[src/rtl/core/xrmc_pkg.sv]
`timescale 1ns / 1ps
// ----------------------------------------------------------------------------
// xrmc_pkg
// Types, constants and helpers shared by the xor-rotate map checksum block.
// ----------------------------------------------------------------------------
package xrmc_pkg;

  localparam logic [31:0] SEED_CONST  = 32'h03F1379E;
  localparam int          ROT_AMOUNT  = 3;
  localparam int          QUEUE_DEPTH = 2;

  localparam logic [1:0] MODE_DATA    = 2'd0;
  localparam logic [1:0] MODE_END     = 2'd1;
  localparam logic [1:0] MODE_CLOSE   = 2'd2;
  localparam logic [1:0] MODE_RESTART = 2'd3;

  localparam logic [1:0] OP_BASE    = 2'd0;
  localparam logic [1:0] OP_INT     = 2'd1;
  localparam logic [1:0] OP_CLOSE   = 2'd2;
  localparam logic [1:0] OP_RESTART = 2'd3;

  typedef struct packed {
    logic [1:0] mode;
    logic [7:0] data_byte;
    logic       last_byte;
    logic       internal_file;
  } in_t;

  typedef struct packed {
    logic [31:0] file_hash;
    logic [31:0] map_checksum;
  } out_t;

  typedef struct packed {
    logic [1:0]  op;
    logic [31:0] hash;
  } cmd_t;

  function automatic logic [31:0] rotl3(input logic [31:0] x);
    rotl3 = {x[31-ROT_AMOUNT:0], x[31:32-ROT_AMOUNT]};
  endfunction

endpackage

[src/rtl/core/xor_rotate_map_checksum.sv]
`timescale 1ns / 1ps
// ----------------------------------------------------------------------------
// xor_rotate_map_checksum
// Streaming xor-rotate file hash folded into a running map checksum.
// ----------------------------------------------------------------------------
// Input requests (in_valid/in_ready, in_data) carry one byte or one control
// event: file end, close of the base group, or restart. Data bytes without
// the last mark give no result; every file end and every close gives one
// result (file_hash, map_checksum) on out_valid/out_ready. Restart gives none.
// Throughput is one request per cycle while the command queue is not full.
// An accepted request writes its command into the command queue; the output
// register loads it from the queue head once that register is empty or is
// being read. The front part keeps the file hash and folds leftover bytes in
// the accepting cycle; the back part owns the map checksum.
// When the receiver stalls, the result holds in the output register and the
// command queue (QUEUE_DEPTH entries) fills; in_ready drops only while that
// queue is full. Synchronous reset clears hash, checksum, queue and out_valid.
// ----------------------------------------------------------------------------
module xor_rotate_map_checksum #(
  parameter int QUEUE_DEPTH = xrmc_pkg::QUEUE_DEPTH
) (
  input  logic            clk,
  input  logic            rst_n,
  input  logic            in_valid,
  output logic            in_ready,
  input  xrmc_pkg::in_t   in_data,
  output logic            out_valid,
  input  logic            out_ready,
  output xrmc_pkg::out_t  out_data
);

  logic           q_full, q_push, q_pop, q_not_empty;
  xrmc_pkg::cmd_t q_cmd, q_head;

  xrmc_front u_front (
    .clk      (clk),
    .rst_n    (rst_n),
    .in_valid (in_valid),
    .in_ready (in_ready),
    .in_data  (in_data),
    .q_full   (q_full),
    .q_push   (q_push),
    .q_cmd    (q_cmd)
  );

  xrmc_queue #(
    .DEPTH (QUEUE_DEPTH)
  ) u_queue (
    .clk       (clk),
    .rst_n     (rst_n),
    .push      (q_push),
    .push_cmd  (q_cmd),
    .pop       (q_pop),
    .full      (q_full),
    .not_empty (q_not_empty),
    .head_cmd  (q_head)
  );

  xrmc_back u_back (
    .clk         (clk),
    .rst_n       (rst_n),
    .q_not_empty (q_not_empty),
    .q_head      (q_head),
    .q_pop       (q_pop),
    .out_valid   (out_valid),
    .out_ready   (out_ready),
    .out_data    (out_data)
  );

endmodule

[src/rtl/core/xrmc_front.sv]
`timescale 1ns / 1ps
// ----------------------------------------------------------------------------
// xrmc_front
// Accepts requests, builds the per-file hash and issues checksum commands.
// ----------------------------------------------------------------------------
module xrmc_front (
  input  logic             clk,
  input  logic             rst_n,
  input  logic             in_valid,
  output logic             in_ready,
  input  xrmc_pkg::in_t    in_data,
  input  logic             q_full,
  output logic             q_push,
  output xrmc_pkg::cmd_t   q_cmd
);

  logic [23:0] pend_r, pend_nxt;
  logic [1:0]  cnt_r, cnt_nxt;
  logic [31:0] hash_r, hash_nxt;
  logic        accept;

  assign in_ready = !q_full;
  assign accept   = in_valid && in_ready;

  always_comb begin
    logic [23:0] p;
    logic [1:0]  c;
    logic [31:0] h;
    logic        end_file;
    p        = pend_r;
    c        = cnt_r;
    h        = hash_r;
    end_file = 1'b0;
    q_push   = 1'b0;
    q_cmd.op = xrmc_pkg::OP_CLOSE;
    q_cmd.hash = '0;
    pend_nxt = pend_r;
    cnt_nxt  = cnt_r;
    hash_nxt = hash_r;
    case (in_data.mode)
      xrmc_pkg::MODE_DATA: begin
        case (c)
          2'd0: begin
            p[7:0] = in_data.data_byte;
            c = 2'd1;
          end
          2'd1: begin
            p[15:8] = in_data.data_byte;
            c = 2'd2;
          end
          2'd2: begin
            p[23:16] = in_data.data_byte;
            c = 2'd3;
          end
          default: begin
            h = xrmc_pkg::rotl3(h ^ {in_data.data_byte, p});
            p = '0;
            c = 2'd0;
          end
        endcase
        end_file = in_data.last_byte;
      end
      xrmc_pkg::MODE_END: begin
        end_file = 1'b1;
      end
      xrmc_pkg::MODE_CLOSE: begin
        q_push = accept;
      end
      default: begin
        q_push   = accept;
        q_cmd.op = xrmc_pkg::OP_RESTART;
        p = '0;
        c = 2'd0;
        h = '0;
      end
    endcase
    if (end_file) begin
      for (int k = 0; k < 3; k++) begin
        if (2'(k) < c) h = xrmc_pkg::rotl3(h ^ {24'd0, p[8*k +: 8]});
      end
      q_push     = accept;
      q_cmd.op   = in_data.internal_file ? xrmc_pkg::OP_INT : xrmc_pkg::OP_BASE;
      q_cmd.hash = h;
      p = '0;
      c = 2'd0;
      h = '0;
    end
    if (accept) begin
      pend_nxt = p;
      cnt_nxt  = c;
      hash_nxt = h;
    end
  end

  always_ff @(posedge clk) begin
    if (!rst_n) begin
      pend_r <= '0;
      cnt_r  <= '0;
      hash_r <= '0;
    end else begin
      pend_r <= pend_nxt;
      cnt_r  <= cnt_nxt;
      hash_r <= hash_nxt;
    end
  end

endmodule

[src/rtl/core/xrmc_queue.sv]
`timescale 1ns / 1ps
// ----------------------------------------------------------------------------
// xrmc_queue
// Small command queue between the front and back parts.
// ----------------------------------------------------------------------------
module xrmc_queue #(
  parameter int DEPTH = xrmc_pkg::QUEUE_DEPTH
) (
  input  logic            clk,
  input  logic            rst_n,
  input  logic            push,
  input  xrmc_pkg::cmd_t  push_cmd,
  input  logic            pop,
  output logic            full,
  output logic            not_empty,
  output xrmc_pkg::cmd_t  head_cmd
);

  localparam int PW = (DEPTH > 1) ? $clog2(DEPTH) : 1;
  localparam int CW = $clog2(DEPTH + 1);

  xrmc_pkg::cmd_t mem_r [DEPTH];
  logic [PW-1:0]  wr_ptr_r, wr_ptr_nxt;
  logic [PW-1:0]  rd_ptr_r, rd_ptr_nxt;
  logic [CW-1:0]  cnt_r, cnt_nxt;
  logic           do_push, do_pop;

  assign full      = (cnt_r == CW'(DEPTH));
  assign not_empty = (cnt_r != '0);
  assign head_cmd  = mem_r[rd_ptr_r];
  assign do_push   = push && !full;
  assign do_pop    = pop && not_empty;

  always_comb begin
    wr_ptr_nxt = wr_ptr_r;
    rd_ptr_nxt = rd_ptr_r;
    cnt_nxt    = cnt_r;
    if (do_push) wr_ptr_nxt = (wr_ptr_r == PW'(DEPTH - 1)) ? '0 : wr_ptr_r + 1'b1;
    if (do_pop)  rd_ptr_nxt = (rd_ptr_r == PW'(DEPTH - 1)) ? '0 : rd_ptr_r + 1'b1;
    if (do_push && !do_pop)      cnt_nxt = cnt_r + 1'b1;
    else if (do_pop && !do_push) cnt_nxt = cnt_r - 1'b1;
  end

  always_ff @(posedge clk) begin
    if (do_push) mem_r[wr_ptr_r] <= push_cmd;
  end

  always_ff @(posedge clk) begin
    if (!rst_n) begin
      wr_ptr_r <= '0;
      rd_ptr_r <= '0;
      cnt_r    <= '0;
    end else begin
      wr_ptr_r <= wr_ptr_nxt;
      rd_ptr_r <= rd_ptr_nxt;
      cnt_r    <= cnt_nxt;
    end
  end

endmodule

[src/rtl/core/xrmc_back.sv]
`timescale 1ns / 1ps
// ----------------------------------------------------------------------------
// xrmc_back
// Applies queued commands to the map checksum and drives the result register.
// ----------------------------------------------------------------------------
module xrmc_back (
  input  logic            clk,
  input  logic            rst_n,
  input  logic            q_not_empty,
  input  xrmc_pkg::cmd_t  q_head,
  output logic            q_pop,
  output logic            out_valid,
  input  logic            out_ready,
  output xrmc_pkg::out_t  out_data
);

  logic [31:0]    csum_r, csum_nxt;
  logic           out_valid_r, out_valid_nxt;
  xrmc_pkg::out_t out_r, out_nxt;
  logic           emit;

  assign q_pop     = q_not_empty && (!out_valid_r || out_ready);
  assign out_valid = out_valid_r;
  assign out_data  = out_r;

  always_comb begin
    csum_nxt = csum_r;
    out_nxt  = out_r;
    emit     = 1'b0;
    if (q_pop) begin
      case (q_head.op)
        xrmc_pkg::OP_BASE: begin
          csum_nxt = csum_r ^ q_head.hash;
          emit     = 1'b1;
        end
        xrmc_pkg::OP_INT: begin
          csum_nxt = xrmc_pkg::rotl3(csum_r ^ q_head.hash);
          emit     = 1'b1;
        end
        xrmc_pkg::OP_CLOSE: begin
          csum_nxt = xrmc_pkg::rotl3(xrmc_pkg::rotl3(csum_r) ^ xrmc_pkg::SEED_CONST);
          emit     = 1'b1;
        end
        default: begin
          csum_nxt = '0;
        end
      endcase
      if (emit) begin
        out_nxt.file_hash    = q_head.hash;
        out_nxt.map_checksum = csum_nxt;
      end
    end
    if (emit)           out_valid_nxt = 1'b1;
    else if (out_ready) out_valid_nxt = 1'b0;
    else                out_valid_nxt = out_valid_r;
  end

  always_ff @(posedge clk) begin
    if (!rst_n) begin
      csum_r      <= '0;
      out_valid_r <= 1'b0;
    end else begin
      csum_r      <= csum_nxt;
      out_valid_r <= out_valid_nxt;
    end
  end

  always_ff @(posedge clk) begin
    out_r <= out_nxt;
  end

endmodule

[config.mk]
export PLATFORM = sky130hd
export DESIGN_NAME = xor_rotate_map_checksum
export DESIGN_NICKNAME = d
export VERILOG_FILES = /design/src/rtl/core/xrmc_pkg.sv /design/src/rtl/core/xor_rotate_map_checksum.sv /design/src/rtl/core/xrmc_front.sv /design/src/rtl/core/xrmc_queue.sv /design/src/rtl/core/xrmc_back.sv
export SDC_FILE = /design/constraint.sdc
export NUM_CORES = 1
export LEC_CHECK = 0
export ABC_CLOCK_PERIOD_IN_PS = 4850
export CAP_MARGIN = 20
export CORE_MARGIN = 8
export CORE_UTILIZATION = 40
export CTS_BUF_LIST = sky130_fd_sc_hd__clkbuf_8 sky130_fd_sc_hd__clkbuf_16
export CTS_CLUSTER_DIAMETER = 80
export DETAILED_ROUTE_END_ITERATION = 10
export DONT_BUFFER_PORTS = 1
export GPL_TIMING_DRIVEN = 0
export PLACE_DENSITY = 0.56
export SLEW_MARGIN = 20
export SYNTH_ARGS = -nofsm -noshare
export SYNTH_HDL_FRONTEND = slang
export SYNTH_SLANG_ARGS = --single-unit
[constraint.sdc]
create_clock -name clk -period 4.85 [get_ports clk]
set_input_delay 0.2425 -clock clk [delete_from_list [all_inputs] [get_ports clk]]
set_output_delay 0.2425 -clock clk [all_outputs]
set_load 0.01 [all_outputs]
==> out/metrics.csv, run 1 <==
metric,value,unit
status,"finished, final reports clean",
viasPerCell,5.69,
final_nets,1138,
worstPathMaxFanout,10,
syn_inst,1070,
path_class,reg2reg,
r2r_slack,1.34,ns
portBuffers,0,
ctsResizeCount,0,
row_count,62,
power.leakage,0.00486,uW
setup_tns,0,ns
synth_top_area_share,0.346,
insertion_delay,0.55,ns
required,5.10,ns
yosysWarnings,0,
async_flop_share,0,
fin_util,0.461,
clock_path_buffers,3,
drive_gt1_frac,0.116,
rsz0062_at_grt,false,
clkTransAtPathRegs,0.06,ns
dp_slack,1.45,ns
yosysSeqAreaShare,0.514,
avgSynthCellArea,10.7,sq um
grt_pass1_vias,8410,
h-tree-depth,1,
slew_violations,0,
synth_edf_count,132,
cts_buffers,27,
drt_iter0_markers,861,
ys_ff_latch,228,
critPathMaxStageDelay,0.70,ns
vdd_drop_max,0.000299,V
grt_use_met3,0.0308,
nFillCells,2695,
finClkSkew,0.0175,ns
cp-start-kind,register,
dr.pass1.iters,6,
hold_violations,0,
holdBufCountCts,7,
initial_core_util,0.403,
finalPower,7300,uW
tritoncts,built,
min_path_type,in2reg,
cp.arrival,3.77,ns
cp_slowest_cell,nor2_1,
fin_crit_sh,0.724,
syn-cell-area,11500,sq um
synth_cell_types,65,
routed_wl,35800,microns
setup_ws,1.34,ns
ys.flop_type,edfxtp_1,
max_slew_margin,0.457,
cts_setup_buffers,0,
die_h,185,microns
synth_top_cell_by_area,edfxtp_1,
die_w,185,microns
fp.dieArea,34300,sq um
track_usage,0.205,
gp_congestion,0.932,
yosysMostFrequentCell,edfxtp_1,
post-route-drc-count,0,
core_area,28500,sq um
synth_nets,1095,
drv_cap,0,
synth_commonest_cells,"edfxtp_1, nand2_1, dfxtp_1, nor2_1, a22oi_1",
grtUsageMet1,0.273,
period_minus_slack,3.51,ns
clock.fmax,285,MHz
grt_pass1_wl,53000,microns
ant_nets,0,
ys_top_cells_by_area,"edfxtp_1, dfxtp_1, xor2_1",
overflow,0,
via_count,8641,
dpl.hpwl,26500,microns
powerDensity,557,nW/um^2
num_antenna_cells,0,
worst_slew_pin_slew,0.811,ns
worst_hold_slack,0.0425,ns
wl_per_cell,23.6,microns
grt-busiest-layer,met2,
io_pins,82,
area_delta_synth_final,14.4,%
path_cells,inv_1 -> ha_1 -> a22oi_1 -> nor2_1 -> clkbuf_1 -> nand2_1 -> o21ai_0,
antenna_found_initial,0,
use_met2,0.336,
cts-root-buf,clkbuf_16,
endpoint_kind,register,
grt_max_degree,30,
finalSetupViolations,0,
cts_num_sinks,228,
-- cell type report --
class / instances / area, sq um / area share
Buffer: 77 / 345 / 0.0263
Clock buffer: 28 / 689 / 0.0526
Clock inverter: 22 / 290 / 0.0221
Inverter: 7 / 26.3 / 0.00200
Multi-Input combinational cell: 758 / 5220 / 0.398
Sequential cell: 228 / 5890 / 0.449
Tap cell: 384 / 480 / 0.0366
Timing Repair Buffer: 14 / 175 / 0.0134
-- where the power goes --
group	switching, uW	internal [uW]
sequential	418	2720
clock	846	1360
combinational	1250	712
total	2510	4790
-- stage by stage --
stage | instances | area (sq um)
floorplan | 1070 | 11500
global placement | 1454 | 11900
detailed placement | 1461 | 12100
CTS | 1518 | 13100
global route | 1518 | 13100
finish | 1518 | 13100
-- routing by layer --
layer	wire length (microns)	vias to the layer above
met5	0	-
met4	1190	0
met3	2250	72
met2	16600	378
met1	15800	4219
li1	-	3972
-- logic make-up (layout without fill, tap and decap cells) --
family	Yosys count	after routing	share of synthesized area
compound gates	243	243	0.148
xor+xnor	89	89	0.0765
fa+ha+maj	9	9	0.00983
buf+inv	84	148	0.0324
flops	228	228	0.514
mux	79	79	0.0733
simple gates	338	338	0.147
-- layout by cell type, fill, tap and decap left out, drive strengths merged, types with 6 or more instances in the layout --
master	n
nor2	93
buf	35
nor3	8
o21ai	52
nand3	10
a22oi	74
nor2b	55
o22ai	18
ha	9
bufinv	6
xor2	70
inv	10
mux2i	40
clkinv	11
and3	10
and2	15
mux2	39
a211oi	10
nor3b	33
a21o	10
xnor2	12
dfxtp	96
a22o	10
nand2	99
clkbuf	77
a21oi	29
xnor3	6
dlygate4sd3	7
edfxtp	132
-- final timing paths --
kind	to	startpoint	depth (start not counted)
hold / removal	u_front.pend_r[4]$_SDFFE_PN0P_	in_data[6]	3
hold reg to reg	u_back.csum_r[5]$_SDFFE_PN0P_	u_back.csum_r[5]$_SDFFE_PN0P_	2
setup reg to reg	u_queue.mem_r[1][4]$_DFFE_PP_	u_front.cnt_r[1]$_SDFFE_PN0P_	7
setup / recovery	u_queue.mem_r[1][4]$_DFFE_PP_	u_front.cnt_r[1]$_SDFFE_PN0P_	7
-- registers in the layout, summed over array words and instances (netlist names), 2 cells and up, named ones only --
| signal | cells |
|---|---|
| u_front.cnt_r | 2 |
| u_front.pend_r | 24 |
| u_back.out_data | 64 |
| u_queue.cnt_r | 2 |
| u_queue.mem_r | 68 |
| u_back.csum_r | 32 |
| u_front.hash_r | 32 |
-- critical path: cells and delay by family (launching register included) --
family,cells,cell delay (ns)
adders and majority gates,1,0.38
AOI/OAI and AO/OA,2,0.86
buffers and inverters,2,0.57
DFF,1,0.48
and+or+nand+nor,2,0.92
No activity file was read; power rests on OpenSTA's default activity.
==> run 2: changes to the inputs <==
--- a/config.mk
+++ b/config.mk
@@ -5,7 +5,7 @@
 export SDC_FILE = /design/constraint.sdc
 export NUM_CORES = 1
 export LEC_CHECK = 0
-export ABC_CLOCK_PERIOD_IN_PS = 4850
+export ABC_CLOCK_PERIOD_IN_PS = 3030
 export CAP_MARGIN = 20
 export CORE_MARGIN = 8
 export CORE_UTILIZATION = 40
==> constraint.sdc (replaced) <==
create_clock -name clk -period 3.03 [get_ports clk]
set_input_delay 0.1515 -clock clk [delete_from_list [all_inputs] [get_ports clk]]
set_output_delay 0.1515 -clock clk [all_outputs]
set_load 0.01 [all_outputs]
==> out/metrics.csv, run 2 (synthesized netlist as in run 1, its figures left out) <==
metric,value,unit
power_frac_clock,0.275,
drt_iter0_markers,806,
placed_area,12100,sq um
slew_violations,0,
path_class,reg2reg,
largest_register,u_queue.mem_r,
fin_crit_sh,0.957,
via_count,8704,
grt_pass1_vias,8509,
row_count,62,
intPower,7450,uW
grt_pass1_wl,53900,microns
final_cell_mix,"edfxtp_1, nand2_1, dfxtp_1",
grt_use_met3,0.0332,
power.leakage,0.00485,uW
overflow,0,
p_seq_frac,0.443,
r2r_cells,7,
dr.pass1.iters,6,
portBuffers,0,
post-route-drc-count,0,
grt-busiest-layer,met2,
insertion_delay,0.52,ns
ant_nets,0,
finalSetupViolations,0,
dpl.hpwl,26500,microns
fp.dieArea,34300,sq um
min_path_type,in2reg,
core_area,28500,sq um
cp-start-kind,register,
worstPathMaxFanout,10,
drive_gt1_frac,0.126,
vdd_drop_max,0.000394,V
area_delta_synth_final,14.5,%
p_comb_frac,0.283,
grt_max_degree,30,
drv_cap,0,
max_slew_margin,0.415,
finClkSkew,0.0258,ns
clkTransAtPathRegs,0.06,ns
grtUsageMet1,0.274,
h-tree-depth,1,
viasPerCell,5.76,
final_nets,1133,
design_area,13100,sq um
required,3.30,ns
hold_violations,0,
period_minus_slack,2.90,ns
routed_wl,35900,microns
num_antenna_cells,0,
layout_commonest_cell,edfxtp_1,
worst_slew_pin_slew,0.878,ns
clock.fmax,345,MHz
status,"finished, final reports clean",
p_sw_frac,0.344,
hold-path-cell-count,2,
endpoint_kind,register,
p_sw,3900,uW
largest_reg_flops,68,
wl_per_cell,23.8,microns
tritoncts,built,
cts_buffers,24,
cts_num_sinks,228,
die_h,185,microns
antenna_found_initial,0,
finalPower,11400,uW
gp_congestion,0.926,
io_pins,82,
powerDensity,865,nW/um^2
die_w,185,microns
track_usage,0.207,
rsz0062_at_grt,false,
cts-root-buf,clkbuf_16,
use_met2,0.338,
initial_core_util,0.403,
clock_path_buffers,3,
cp.arrival,3.17,ns
[run 2: cell types whose count changed in the layout (fill, tap and decap cells not counted), sizes merged]
| cell | before | now |
|---|---|---|
| clkbuf | 77 | 79 |
| buf | 35 | 34 |
| clkinvlp | 2 | 0 |
| clkinv | 11 | 6 |
| dlygate4sd3 | 7 | 8 |
| bufinv | 6 | 3 |
[run 2: repair_timing]
action	CTS	global route
pin swaps	0	1
setup endpoints to repair	14	34
gates resized for setup	4	18
hold endpoints to repair	15	0
hold buffers	8	0
setup buffers	0	0
[run 2: area by class of cell]
cell class                      instances  area, sq um
Fill cell                            2718        15400
Inverter                                7         26.3
Tap cell                              384          480
Clock buffer                           32          722
Clock inverter                         12          133
Multi-Input combinational cell        758         5300
Buffer                                 75          340
Timing Repair Buffer                   14          225
Sequential cell                       228         5890
[run 2: critical path, stage by stage, from the launching register on]
cell      delay [ns]
dfxtp_1         0.47
inv_1           0.10
ha_1            0.40
a22oi_2         0.19
nor2_2          0.45
clkbuf_2        0.34
nand2_1         0.18
o32ai_1         0.52
[run 2: per-layer routing]
layer	part of all wire	wire length, microns
met5	0	0
met1	0.43	15500
met4	0.034	1210
met3	0.071	2550
met2	0.46	16700
[run 2: per-stage QoR]
stage	TNS, ns	util	setup WS (ns)	instances	hold slack (ns)
floorplan	0	-	0.257	1070	0.322
global placement	-86.13	0.420	-1.06	1454	0.328
detailed placement	-1.53	0.425	-0.284	1460	0.336
CTS	0	0.459	0.0300	1512	0.0591
global route	0	0.461	0.00277	1510	0.0825
finish	0	0.461	0.130	1510	0.0557
[run 2: path summary, 6_finish.rpt]
path	start	end	slack (ns)
min reg2reg	u_back.csum_r[2]$_SDFFE_PN0P_	u_back.csum_r[2]$_SDFFE_PN0P_	0.52
min	rst_n	u_front.pend_r[17]$_SDFFE_PN0P_	0.06
max reg2reg	u_front.cnt_r[1]$_SDFFE_PN0P_	u_queue.mem_r[0][13]$_DFFE_PP_	0.13
max	u_front.cnt_r[1]$_SDFFE_PN0P_	u_queue.mem_r[0][13]$_DFFE_PP_	0.13
[run 2: power by group through the flow]
stage	clock [uW]	combinational (uW)	sequential, uW
floorplan	0	2180	4930
global placement	0	2980	5130
detailed placement	0	3170	5120
CTS	3180	3210	5050
global route	3310	3500	5120
finish	3120	3210	5020
